[config.mk]
export PLATFORM = sky130hd
export DESIGN_NAME = timed_relay_lock_controller_core_flat
export DESIGN_NICKNAME = d
export VERILOG_FILES = /design/src/hdl/trlc_pkg.sv /design/src/hdl/trlc_if.sv /design/src/hdl/trlc_lock_cell.sv /design/src/hdl/timed_relay_lock_controller_core.sv /design/src/flat_wrapper.sv
export SDC_FILE = /design/constraint.sdc
export NUM_CORES = 1
export LEC_CHECK = 0
export ABC_AREA = 1
export BUFFER_PORTS_ARGS = -buffer_cell sky130_fd_sc_hd__buf_4
export CAP_MARGIN = 20
export CORE_ASPECT_RATIO = 1.4
export CORE_UTILIZATION = 30
export DETAILED_ROUTE_END_ITERATION = 10
export GPL_ROUTABILITY_DRIVEN = 0
export HOLD_SLACK_MARGIN = 0.02
export PLACE_DENSITY = 0.51
export SYNTH_ARGS = -nofsm -noshare
export SYNTH_HDL_FRONTEND = slang
export SYNTH_SLANG_ARGS = --single-unit
[constraint.sdc]
create_clock -name clock -period 6.9 [get_ports clock]
set_input_delay 0.345 -clock clock [delete_from_list [all_inputs] [get_ports clock]]
set_output_delay 0.345 -clock clock [all_outputs]
set_load 0.02 [all_outputs]
[src/hdl/trlc_pkg.sv]
// Shared types and constants for the timed relay lock controller.
package trlc_pkg;

   localparam int unsigned CMD_W     = 3;
   localparam int unsigned ID_W      = 4;
   localparam int unsigned STATUS_W  = 3;
   localparam int unsigned MASK_W    = 4;
   localparam int unsigned ELAPSED_W = 16;
   localparam int unsigned CSR_IDX_W = 2;
   localparam int unsigned CSR_DAT_W = 16;

   localparam logic [ELAPSED_W-1:0] ELAPSED_MAX = '1;

   localparam logic [CSR_IDX_W-1:0] CSR_OPEN_DURATION      = 2'd0;
   localparam logic [CSR_IDX_W-1:0] CSR_ENFORCE_PERMISSION = 2'd1;
   localparam logic [CSR_IDX_W-1:0] CSR_ALLOWED_MASK       = 2'd2;

   localparam logic [ELAPSED_W-1:0] OPEN_DURATION_RESET = 16'd5000;

   typedef enum logic [CMD_W-1:0] {
      CMD_TICK         = 3'd0,
      CMD_OPEN         = 3'd1,
      CMD_OPEN_CHECKED = 3'd2,
      CMD_CLOSE_ONE    = 3'd3,
      CMD_CLOSE_ALL    = 3'd4
   } cmd_type;

   typedef enum logic [STATUS_W-1:0] {
      ST_OPENED    = 3'd0,
      ST_REFRESHED = 3'd1,
      ST_INVALID   = 3'd2,
      ST_DENIED    = 3'd3,
      ST_OTHER     = 3'd4
   } status_type;

   // per-lock update strobes, already qualified by the processing step
   typedef struct packed {
      logic tick;
      logic open_set;
      logic close_set;
   } lock_ctl_type;

endpackage

[src/hdl/trlc_if.sv]
// Request and response channel interfaces of the relay lock controller.
interface trlc_req_if import trlc_pkg::*; ();
   logic              valid;
   logic              ready;
   logic [CMD_W-1:0]  command;
   logic [ID_W-1:0]   lock_id;

   modport source (output valid, output command, output lock_id, input ready);
   modport sink (input valid, input command, input lock_id, output ready);
endinterface

interface trlc_rsp_if import trlc_pkg::*; ();
   logic                valid;
   logic                ready;
   logic                accepted;
   logic [STATUS_W-1:0] status;
   logic [MASK_W-1:0]   open_mask;
   logic                any_open;
   logic [MASK_W-1:0]   auto_closed;

   modport source (output valid, output accepted, output status, output open_mask,
                   output any_open, output auto_closed, input ready);
   modport sink (input valid, input accepted, input status, input open_mask,
                 input any_open, input auto_closed, output ready);
endinterface

[src/hdl/trlc_lock_cell.sv]
// One relay lock: open flag and saturating elapsed tick counter.
module trlc_lock_cell
   import trlc_pkg::*;
(
   input  logic                 clock,
   input  logic                 reset,
   input  lock_ctl_type         ctl,
   input  logic [ELAPSED_W-1:0] open_duration,
   output logic                 open_now,
   output logic                 open_next,
   output logic                 timeout
);

   logic                 open_ff, open_in;
   logic [ELAPSED_W-1:0] elapsed_ff, elapsed_in;
   logic [ELAPSED_W-1:0] elapsed_inc;

   always_comb begin
      elapsed_inc = (elapsed_ff == ELAPSED_MAX) ? elapsed_ff : elapsed_ff + 16'd1;
      open_in     = open_ff;
      elapsed_in  = elapsed_ff;
      timeout     = 1'b0;
      if (ctl.tick && open_ff) begin
         if (elapsed_inc >= open_duration) begin
            // reached the window: drop the relay
            open_in    = 1'b0;
            elapsed_in = '0;
            timeout    = 1'b1;
         end else begin
            elapsed_in = elapsed_inc;
         end
      end else if (ctl.open_set) begin
         open_in    = 1'b1;
         elapsed_in = '0;
      end else if (ctl.close_set) begin
         open_in    = 1'b0;
         elapsed_in = '0;
      end
   end

   always_ff @(posedge clock) begin
      if (reset) begin
         open_ff    <= 1'b0;
         elapsed_ff <= '0;
      end else begin
         open_ff    <= open_in;
         elapsed_ff <= elapsed_in;
      end
   end

   assign open_now  = open_ff;
   assign open_next = open_in;

endmodule

[src/hdl/timed_relay_lock_controller_core.sv]
// Top level of the timed relay lock controller.
// A request accepted on the request channel is held in the input register and then
// in the result register, which drives the response channel; the per-lock timers
// update in a single pass. Throughput: one request per cycle unless responses stall.
// Reset: synchronous, active high; all locks closed, timers zero, open_duration 5000,
// enforcement off, allowed mask clear, both channel registers empty.
module timed_relay_lock_controller_core
   import trlc_pkg::*;
#(
   parameter int unsigned LOCKS = 4
) (
   input  logic                 clock,
   input  logic                 reset,
   trlc_req_if.sink             req_chan,
   trlc_rsp_if.source           rsp_chan,
   input  logic                 csr_we,
   input  logic [CSR_IDX_W-1:0] csr_index,
   input  logic [CSR_DAT_W-1:0] csr_wdata
);

   localparam int unsigned PAD_W = (LOCKS < MASK_W) ? MASK_W : LOCKS;

   // configuration
   logic [ELAPSED_W-1:0] open_duration_ff;
   logic                 enforce_ff;
   logic [MASK_W-1:0]    allowed_ff;

   always_ff @(posedge clock) begin
      if (reset) begin
         open_duration_ff <= OPEN_DURATION_RESET;
         enforce_ff       <= 1'b0;
         allowed_ff       <= '0;
      end else if (csr_we) begin
         case (csr_index)
            CSR_OPEN_DURATION:      open_duration_ff <= csr_wdata[ELAPSED_W-1:0];
            CSR_ENFORCE_PERMISSION: enforce_ff       <= csr_wdata[0];
            CSR_ALLOWED_MASK:       allowed_ff       <= csr_wdata[MASK_W-1:0];
            default:                ;
         endcase
      end
   end

   // input register
   logic             in_valid_ff;
   logic [CMD_W-1:0] in_cmd_ff;
   logic [ID_W-1:0]  in_id_ff;
   logic             out_valid_ff;
   logic             advance;

   assign advance        = in_valid_ff && (!out_valid_ff || rsp_chan.ready);
   assign req_chan.ready = !in_valid_ff || advance;

   always_ff @(posedge clock) begin
      if (reset) begin
         in_valid_ff <= 1'b0;
      end else if (req_chan.ready) begin
         in_valid_ff <= req_chan.valid;
      end
   end

   always_ff @(posedge clock) begin
      if (req_chan.ready && req_chan.valid) begin
         in_cmd_ff <= req_chan.command;
         in_id_ff  <= req_chan.lock_id;
      end
   end

   // command decode
   logic             is_tick, is_open, is_close_one, is_close_all, is_checked;
   logic             id_valid, permitted, granted, was_open;
   logic [LOCKS-1:0] id_sel;
   logic [LOCKS-1:0] open_now, open_next, timeout;
   lock_ctl_type     lock_ctl [LOCKS];
   status_type       status_in;

   always_comb begin
      is_tick      = 1'b0;
      is_open      = 1'b0;
      is_close_one = 1'b0;
      is_close_all = 1'b0;
      is_checked   = 1'b0;
      case (cmd_type'(in_cmd_ff))
         CMD_TICK:         is_tick = 1'b1;
         CMD_OPEN:         is_open = 1'b1;
         CMD_OPEN_CHECKED: begin
            is_open    = 1'b1;
            is_checked = 1'b1;
         end
         CMD_CLOSE_ONE:    is_close_one = 1'b1;
         CMD_CLOSE_ALL:    is_close_all = 1'b1;
         default:          ;
      endcase
   end

   always_comb begin
      for (int i = 0; i < LOCKS; i++) begin
         id_sel[i] = (in_id_ff == ID_W'(i));
      end
   end

   assign id_valid  = {1'b0, in_id_ff} < (ID_W+1)'(LOCKS);
   // locks beyond the mask width carry no allowed bit
   assign permitted = (in_id_ff < ID_W'(MASK_W)) && allowed_ff[in_id_ff[1:0]];
   assign granted   = id_valid && !((is_checked || enforce_ff) && !permitted);
   assign was_open  = |(open_now & id_sel);

   always_comb begin
      if (!is_open)          status_in = ST_OTHER;
      else if (!id_valid)    status_in = ST_INVALID;
      else if (!granted)     status_in = ST_DENIED;
      else if (was_open)     status_in = ST_REFRESHED;
      else                   status_in = ST_OPENED;
   end

   for (genvar g = 0; g < LOCKS; g++) begin : g_lock
      assign lock_ctl[g].tick      = advance && is_tick;
      assign lock_ctl[g].open_set  = advance && is_open && granted && id_sel[g];
      assign lock_ctl[g].close_set = advance &&
                                     (is_close_all || (is_close_one && id_sel[g]));

      trlc_lock_cell u_cell (
         .clock         (clock),
         .reset         (reset),
         .ctl           (lock_ctl[g]),
         .open_duration (open_duration_ff),
         .open_now      (open_now[g]),
         .open_next     (open_next[g]),
         .timeout       (timeout[g])
      );
   end

   // result register
   logic [PAD_W-1:0]    open_pad, timeout_pad;
   logic                accepted_ff;
   logic [STATUS_W-1:0] status_ff;
   logic [MASK_W-1:0]   open_mask_ff, auto_closed_ff;
   logic                any_open_ff;

   assign open_pad    = PAD_W'(open_next);
   assign timeout_pad = PAD_W'(timeout);

   always_ff @(posedge clock) begin
      if (reset) begin
         out_valid_ff <= 1'b0;
      end else if (advance) begin
         out_valid_ff <= 1'b1;
      end else if (rsp_chan.ready) begin
         out_valid_ff <= 1'b0;
      end
   end

   always_ff @(posedge clock) begin
      if (advance) begin
         accepted_ff    <= is_open && granted;
         status_ff      <= status_in;
         open_mask_ff   <= open_pad[MASK_W-1:0];
         any_open_ff    <= |open_next;
         auto_closed_ff <= timeout_pad[MASK_W-1:0];
      end
   end

   assign rsp_chan.valid       = out_valid_ff;
   assign rsp_chan.accepted    = accepted_ff;
   assign rsp_chan.status      = status_ff;
   assign rsp_chan.open_mask   = open_mask_ff;
   assign rsp_chan.any_open    = any_open_ff;
   assign rsp_chan.auto_closed = auto_closed_ff;

endmodule

[src/flat_wrapper.sv]
// flat-port wrapper written by rule: the top's interface ports become plain ports
module timed_relay_lock_controller_core_flat import trlc_pkg::*;
#(
   parameter int unsigned LOCKS = 4
)
  (clock, reset, csr_we, csr_index, csr_wdata, req_chan_valid, req_chan_command, req_chan_lock_id, req_chan_ready, rsp_chan_valid, rsp_chan_accepted, rsp_chan_status, rsp_chan_open_mask, rsp_chan_any_open, rsp_chan_auto_closed, rsp_chan_ready);
  trlc_req_if req_chan_i ();
  trlc_rsp_if rsp_chan_i ();
  input  logic clock;
  input  logic reset;
  input  logic csr_we;
  input  logic [CSR_IDX_W-1:0] csr_index;
  input  logic [CSR_DAT_W-1:0] csr_wdata;
  input wire logic [$bits(req_chan_i.valid)-1:0] req_chan_valid;
  input wire logic [$bits(req_chan_i.command)-1:0] req_chan_command;
  input wire logic [$bits(req_chan_i.lock_id)-1:0] req_chan_lock_id;
  output wire logic [$bits(req_chan_i.ready)-1:0] req_chan_ready;
  output wire logic [$bits(rsp_chan_i.valid)-1:0] rsp_chan_valid;
  output wire logic [$bits(rsp_chan_i.accepted)-1:0] rsp_chan_accepted;
  output wire logic [$bits(rsp_chan_i.status)-1:0] rsp_chan_status;
  output wire logic [$bits(rsp_chan_i.open_mask)-1:0] rsp_chan_open_mask;
  output wire logic [$bits(rsp_chan_i.any_open)-1:0] rsp_chan_any_open;
  output wire logic [$bits(rsp_chan_i.auto_closed)-1:0] rsp_chan_auto_closed;
  input wire logic [$bits(rsp_chan_i.ready)-1:0] rsp_chan_ready;
  assign req_chan_i.valid = req_chan_valid;
  assign req_chan_i.command = req_chan_command;
  assign req_chan_i.lock_id = req_chan_lock_id;
  assign req_chan_ready = req_chan_i.ready;
  assign rsp_chan_valid = rsp_chan_i.valid;
  assign rsp_chan_accepted = rsp_chan_i.accepted;
  assign rsp_chan_status = rsp_chan_i.status;
  assign rsp_chan_open_mask = rsp_chan_i.open_mask;
  assign rsp_chan_any_open = rsp_chan_i.any_open;
  assign rsp_chan_auto_closed = rsp_chan_i.auto_closed;
  assign rsp_chan_i.ready = rsp_chan_ready;
  timed_relay_lock_controller_core #(.LOCKS(LOCKS)) u_core (.clock(clock), .reset(reset), .req_chan(req_chan_i), .rsp_chan(rsp_chan_i), .csr_we(csr_we), .csr_index(csr_index), .csr_wdata(csr_wdata));
endmodule
==> results.toml <==
[outcome]
run_status = "finished, final reports clean"

[worst_setup_path]
number_of_buffer_and_inverter_stages_on_the_critical_path = 3
reg2reg_slack_ns = 3.24
crit_required_ns = 7.03
critical_path.max_fanout = 18
critical_path.cell_chain = "ha_1 > nand2_1 > inv_1 > nand4_1 > nor2_1 > inv_1 > o21ai_0 > inv_1 > ha_1 > nand2_1 > nor3b_1 > nand2_1 > nand4_4 > nand2_1 > nor2_1 > nand2_1"
crit-reg2reg-launch = "u_core.g_lock[1].u_cell.elapsed_ff[0]"
crit_path_start_kind = "flip-flop"
slowest_delay_ns = 0.69
ff2ff_path_depth = 16
most_common_cell_type_on_the_critical_path = "sky130_fd_sc_hd__nand2_1"
timing.critical_path.to_type = "flip-flop"
cpMaxStageDelayCell = "sky130_fd_sc_hd__nor2_1"
worst_path_dominant_cell_family = "simple AND/OR/NAND/NOR gates"
crit-reg2reg-capture = "u_core.rsp_chan.any_open"
timing.setup.critical_path_class = "reg -> reg"
crit_arrival_ns = 3.79

[power]
cellPowerDensity_nw_per_um2 = 144
power.ir.vdd_worst_mv = 0.116
leakagePower_nw = 4.53

[placed_design]
place_worst_setup_slack_ns = 3.28
place.detailed.hpwl_um = 16900
port-buffer-count = 44

[timing]
grt_setup_unrepaired = "no"
timing_worst_slew_pin_value_ns = 0.871
final-setup-viol-count = 0
finalCritPeriodShare_pct = 53.1
final_worst_setup_slack_ns = 3.24
hold_slack_ns = 0.146
maxClockFrequency_mhz = 273
skew_ns = 0.0115
max_slew_margin_pct = 41.9
finalHoldViolCount = 0
final_period_minus_worst_setup_slack_ns = 3.66
finalSetupTns_ns = 0
final-max-slew-violation-count = 0

[global_route]
grt.total_usage_pct = 16.7
grt_pass1_vias = 7323
wire_length_of_the_first_global_routing_pass_um = 36200
grt_antenna_before_repair = 0
overflow = 0
largest_net_degree_at_the_start_of_global_routing = 73

[synth]
syn_area_per_cell_um2 = 6.35
synthDistinctLibCells = 33
ys_ff_latch = 111
synth_net_count = 1386
synth_top_flop_cell = "sky130_fd_sc_hd__dfxtp_1"
netlist_area_um2 = 8180
seq_area_frac_synth_pct = 29.6
syn-instance-count = 1288
synth-edff-count = 20
yosys_warnings = 0
postSynth.asyncResetShare_pct = 0

[job]
max-cap-violations = 0

[clock_tree]
cts_clock_pin_slew_for_the_worst_setup_and_hold_paths_ns = 0.08
cts_hold_buffers = 0
cts_max_path_buffers = 2
cts_root_buf = "sky130_fd_sc_hd__clkbuf_16"
number_of_buffers_added_by_the_clock_tree_synthesis_step = 9
cts-resized-gates = 0
post_cts.repair.setup_buffers = 0
cts_htree_levels = 3
worst_skew_pair.late_latency_ns = 0.37
tritoncts_clock_tree = "yes"
cts.sinks = 111

[floorplanning]
die_area_um2 = 27900
io-pin-count = 45
chipHeight_um = 197
initial_utilization_pct = 30.5
die_w_um = 142
placeableCoreArea_um2 = 26800
core.rowCount = 71

[min_path]
hold_path.startpoint = "req_chan_command[0]"
hold_class = "in -> reg"
whs_endpoint = "u_core.in_cmd_ff[0]"
worstHoldPathCells = 1

[routing]
routed_wl_um = 22300
postRouteAntennaNets = 0
remaining_drc_errors = 0
num_vias = 7678
dr.first_iter.drc_count = 410
detail_route.wl_per_cell_um = 13.2
firstDrtPassIters = 5
vias_per_cell = 4.54

[finish]
post_route_cells_drive_above_1_share_pct = 8.97
post-route-util_pct = 33.9
final_net_count = 1419
num_antenna_cells = 0
synth_to_layout_area_growth_pct = 11.3
sequential cells by signal, indices dropped and copies added, names as in the netlist:
name	count
u_core.enforce_ff	1
u_core.g_lock.u_cell.elapsed_ff	64
u_core.rsp_chan.accepted	1
u_core.rsp_chan.any_open	1
u_core.rsp_chan.status	3
u_core.in_id_ff	4
u_core.rsp_chan.valid	1
u_core.rsp_chan.open_mask	4
u_core.in_valid_ff	1
u_core.g_lock.u_cell.open_now	4
u_core.rsp_chan.auto_closed	4
u_core.allowed_ff	4
u_core.in_cmd_ff	3
u_core.open_duration_ff	16
synthesized netlist by cell type (5+ instances only):
library cell	number	area (um2)
sky130_fd_sc_hd__nor2_1	299	1120
sky130_fd_sc_hd__nand2_1	261	980
sky130_fd_sc_hd__inv_1	231	867
sky130_fd_sc_hd__dfxtp_1	91	1820
sky130_fd_sc_hd__a21oi_1	74	370
sky130_fd_sc_hd__ha_1	68	851
sky130_fd_sc_hd__nand3_1	51	255
sky130_fd_sc_hd__o21ai_0	43	215
sky130_fd_sc_hd__nor2_2	40	250
sky130_fd_sc_hd__edfxtp_1	20	601
sky130_fd_sc_hd__nand4_1	19	119
sky130_fd_sc_hd__nor3_1	15	75.1
sky130_fd_sc_hd__clkbuf_1	13	48.8
sky130_fd_sc_hd__xor2_1	13	114
sky130_fd_sc_hd__buf_6	8	90.1
sky130_fd_sc_hd__nor2_4	5	56.3
sky130_fd_sc_hd__o211ai_1	5	37.5
placed cells by master (no fill, tap or decap), types with 19 or more instances in the layout:
master | netlist | final
sky130_fd_sc_hd__a21oi_1 | 74 | 74
sky130_fd_sc_hd__buf_4 | 0 | 45
sky130_fd_sc_hd__dfxtp_1 | 91 | 91
sky130_fd_sc_hd__edfxtp_1 | 20 | 20
sky130_fd_sc_hd__ha_1 | 68 | 68
sky130_fd_sc_hd__inv_1 | 231 | 231
sky130_fd_sc_hd__nand2_1 | 261 | 261
sky130_fd_sc_hd__nand3_1 | 51 | 51
sky130_fd_sc_hd__nand4_1 | 19 | 19
sky130_fd_sc_hd__nor2_1 | 299 | 299
sky130_fd_sc_hd__nor2_2 | 40 | 40
sky130_fd_sc_hd__o21ai_0 | 43 | 43
report_power, final:
group	switching [W]	leakage [nW]	internal (W)
clock network	0.000275	0.131	0.000249
registers	0.00000747	0.928	0.000672
logic	0.0000692	3.47	0.0000341
layer usage:
layer  up-vias  global-route usage (%)  part of all wire [%]  routed length (um)
li1       4054                       -                     -                   -
met3        29                    2.45                   3.0                 666
met2       105                    30.5                    50               11200
met4         0                    6.21                   2.3                 507
met5         -                       0                     0                   0
met1      3490                    19.6                    45                9920
how the worst max path moves through the flow:
stage               cells past startpoint                                   from  slack, ns                       end
finish                                 16  u_core.g_lock[1].u_cell.elapsed_ff[0]       3.24  u_core.rsp_chan.any_open
CTS                                    16  u_core.g_lock[1].u_cell.elapsed_ff[0]       3.28  u_core.rsp_chan.any_open
global route                           16  u_core.g_lock[1].u_cell.elapsed_ff[0]       2.86  u_core.rsp_chan.any_open
detailed placement                     16  u_core.g_lock[1].u_cell.elapsed_ff[0]       3.28  u_core.rsp_chan.any_open
global placement                       18  u_core.g_lock[2].u_cell.elapsed_ff[0]       3.35  u_core.rsp_chan.any_open
floorplan                              18  u_core.g_lock[3].u_cell.elapsed_ff[0]       4.11  u_core.rsp_chan.any_open
cell type report:
type | instances | area (um2)
sequential | 111 | 2420
fill | 3018 | 17700
multi-input combinational | 920 | 4730
clock buffer | 10 | 229
inverter | 234 | 878
tap | 365 | 457
timing repair buffer | 45 | 338
clock inverter | 6 | 46.3
logic make-up (layout without fill, tap and decap cells):
logic type | after synthesis | count (layout) | share of synthesized area [%]
simple gates | 709 | 709 | 37.6
flops | 111 | 111 | 29.6
compound gates | 130 | 130 | 8.43
buf+inv | 257 | 295 | 12.6
xor+xnor | 13 | 13 | 1.39
fa+ha+maj | 68 | 68 | 10.4
metrics by stage:
step	std cells	total power [W]	instance area, um2
after global placement	1675	0.000798	8820
after detailed placement	1675	0.000800	8820
after floorplan	1288	0.000754	8180
final	1691	0.00131	9100
after global routing	1691	0.00136	9100
after CTS	1691	0.00132	9100
Power figures use the tool's default switching activity.
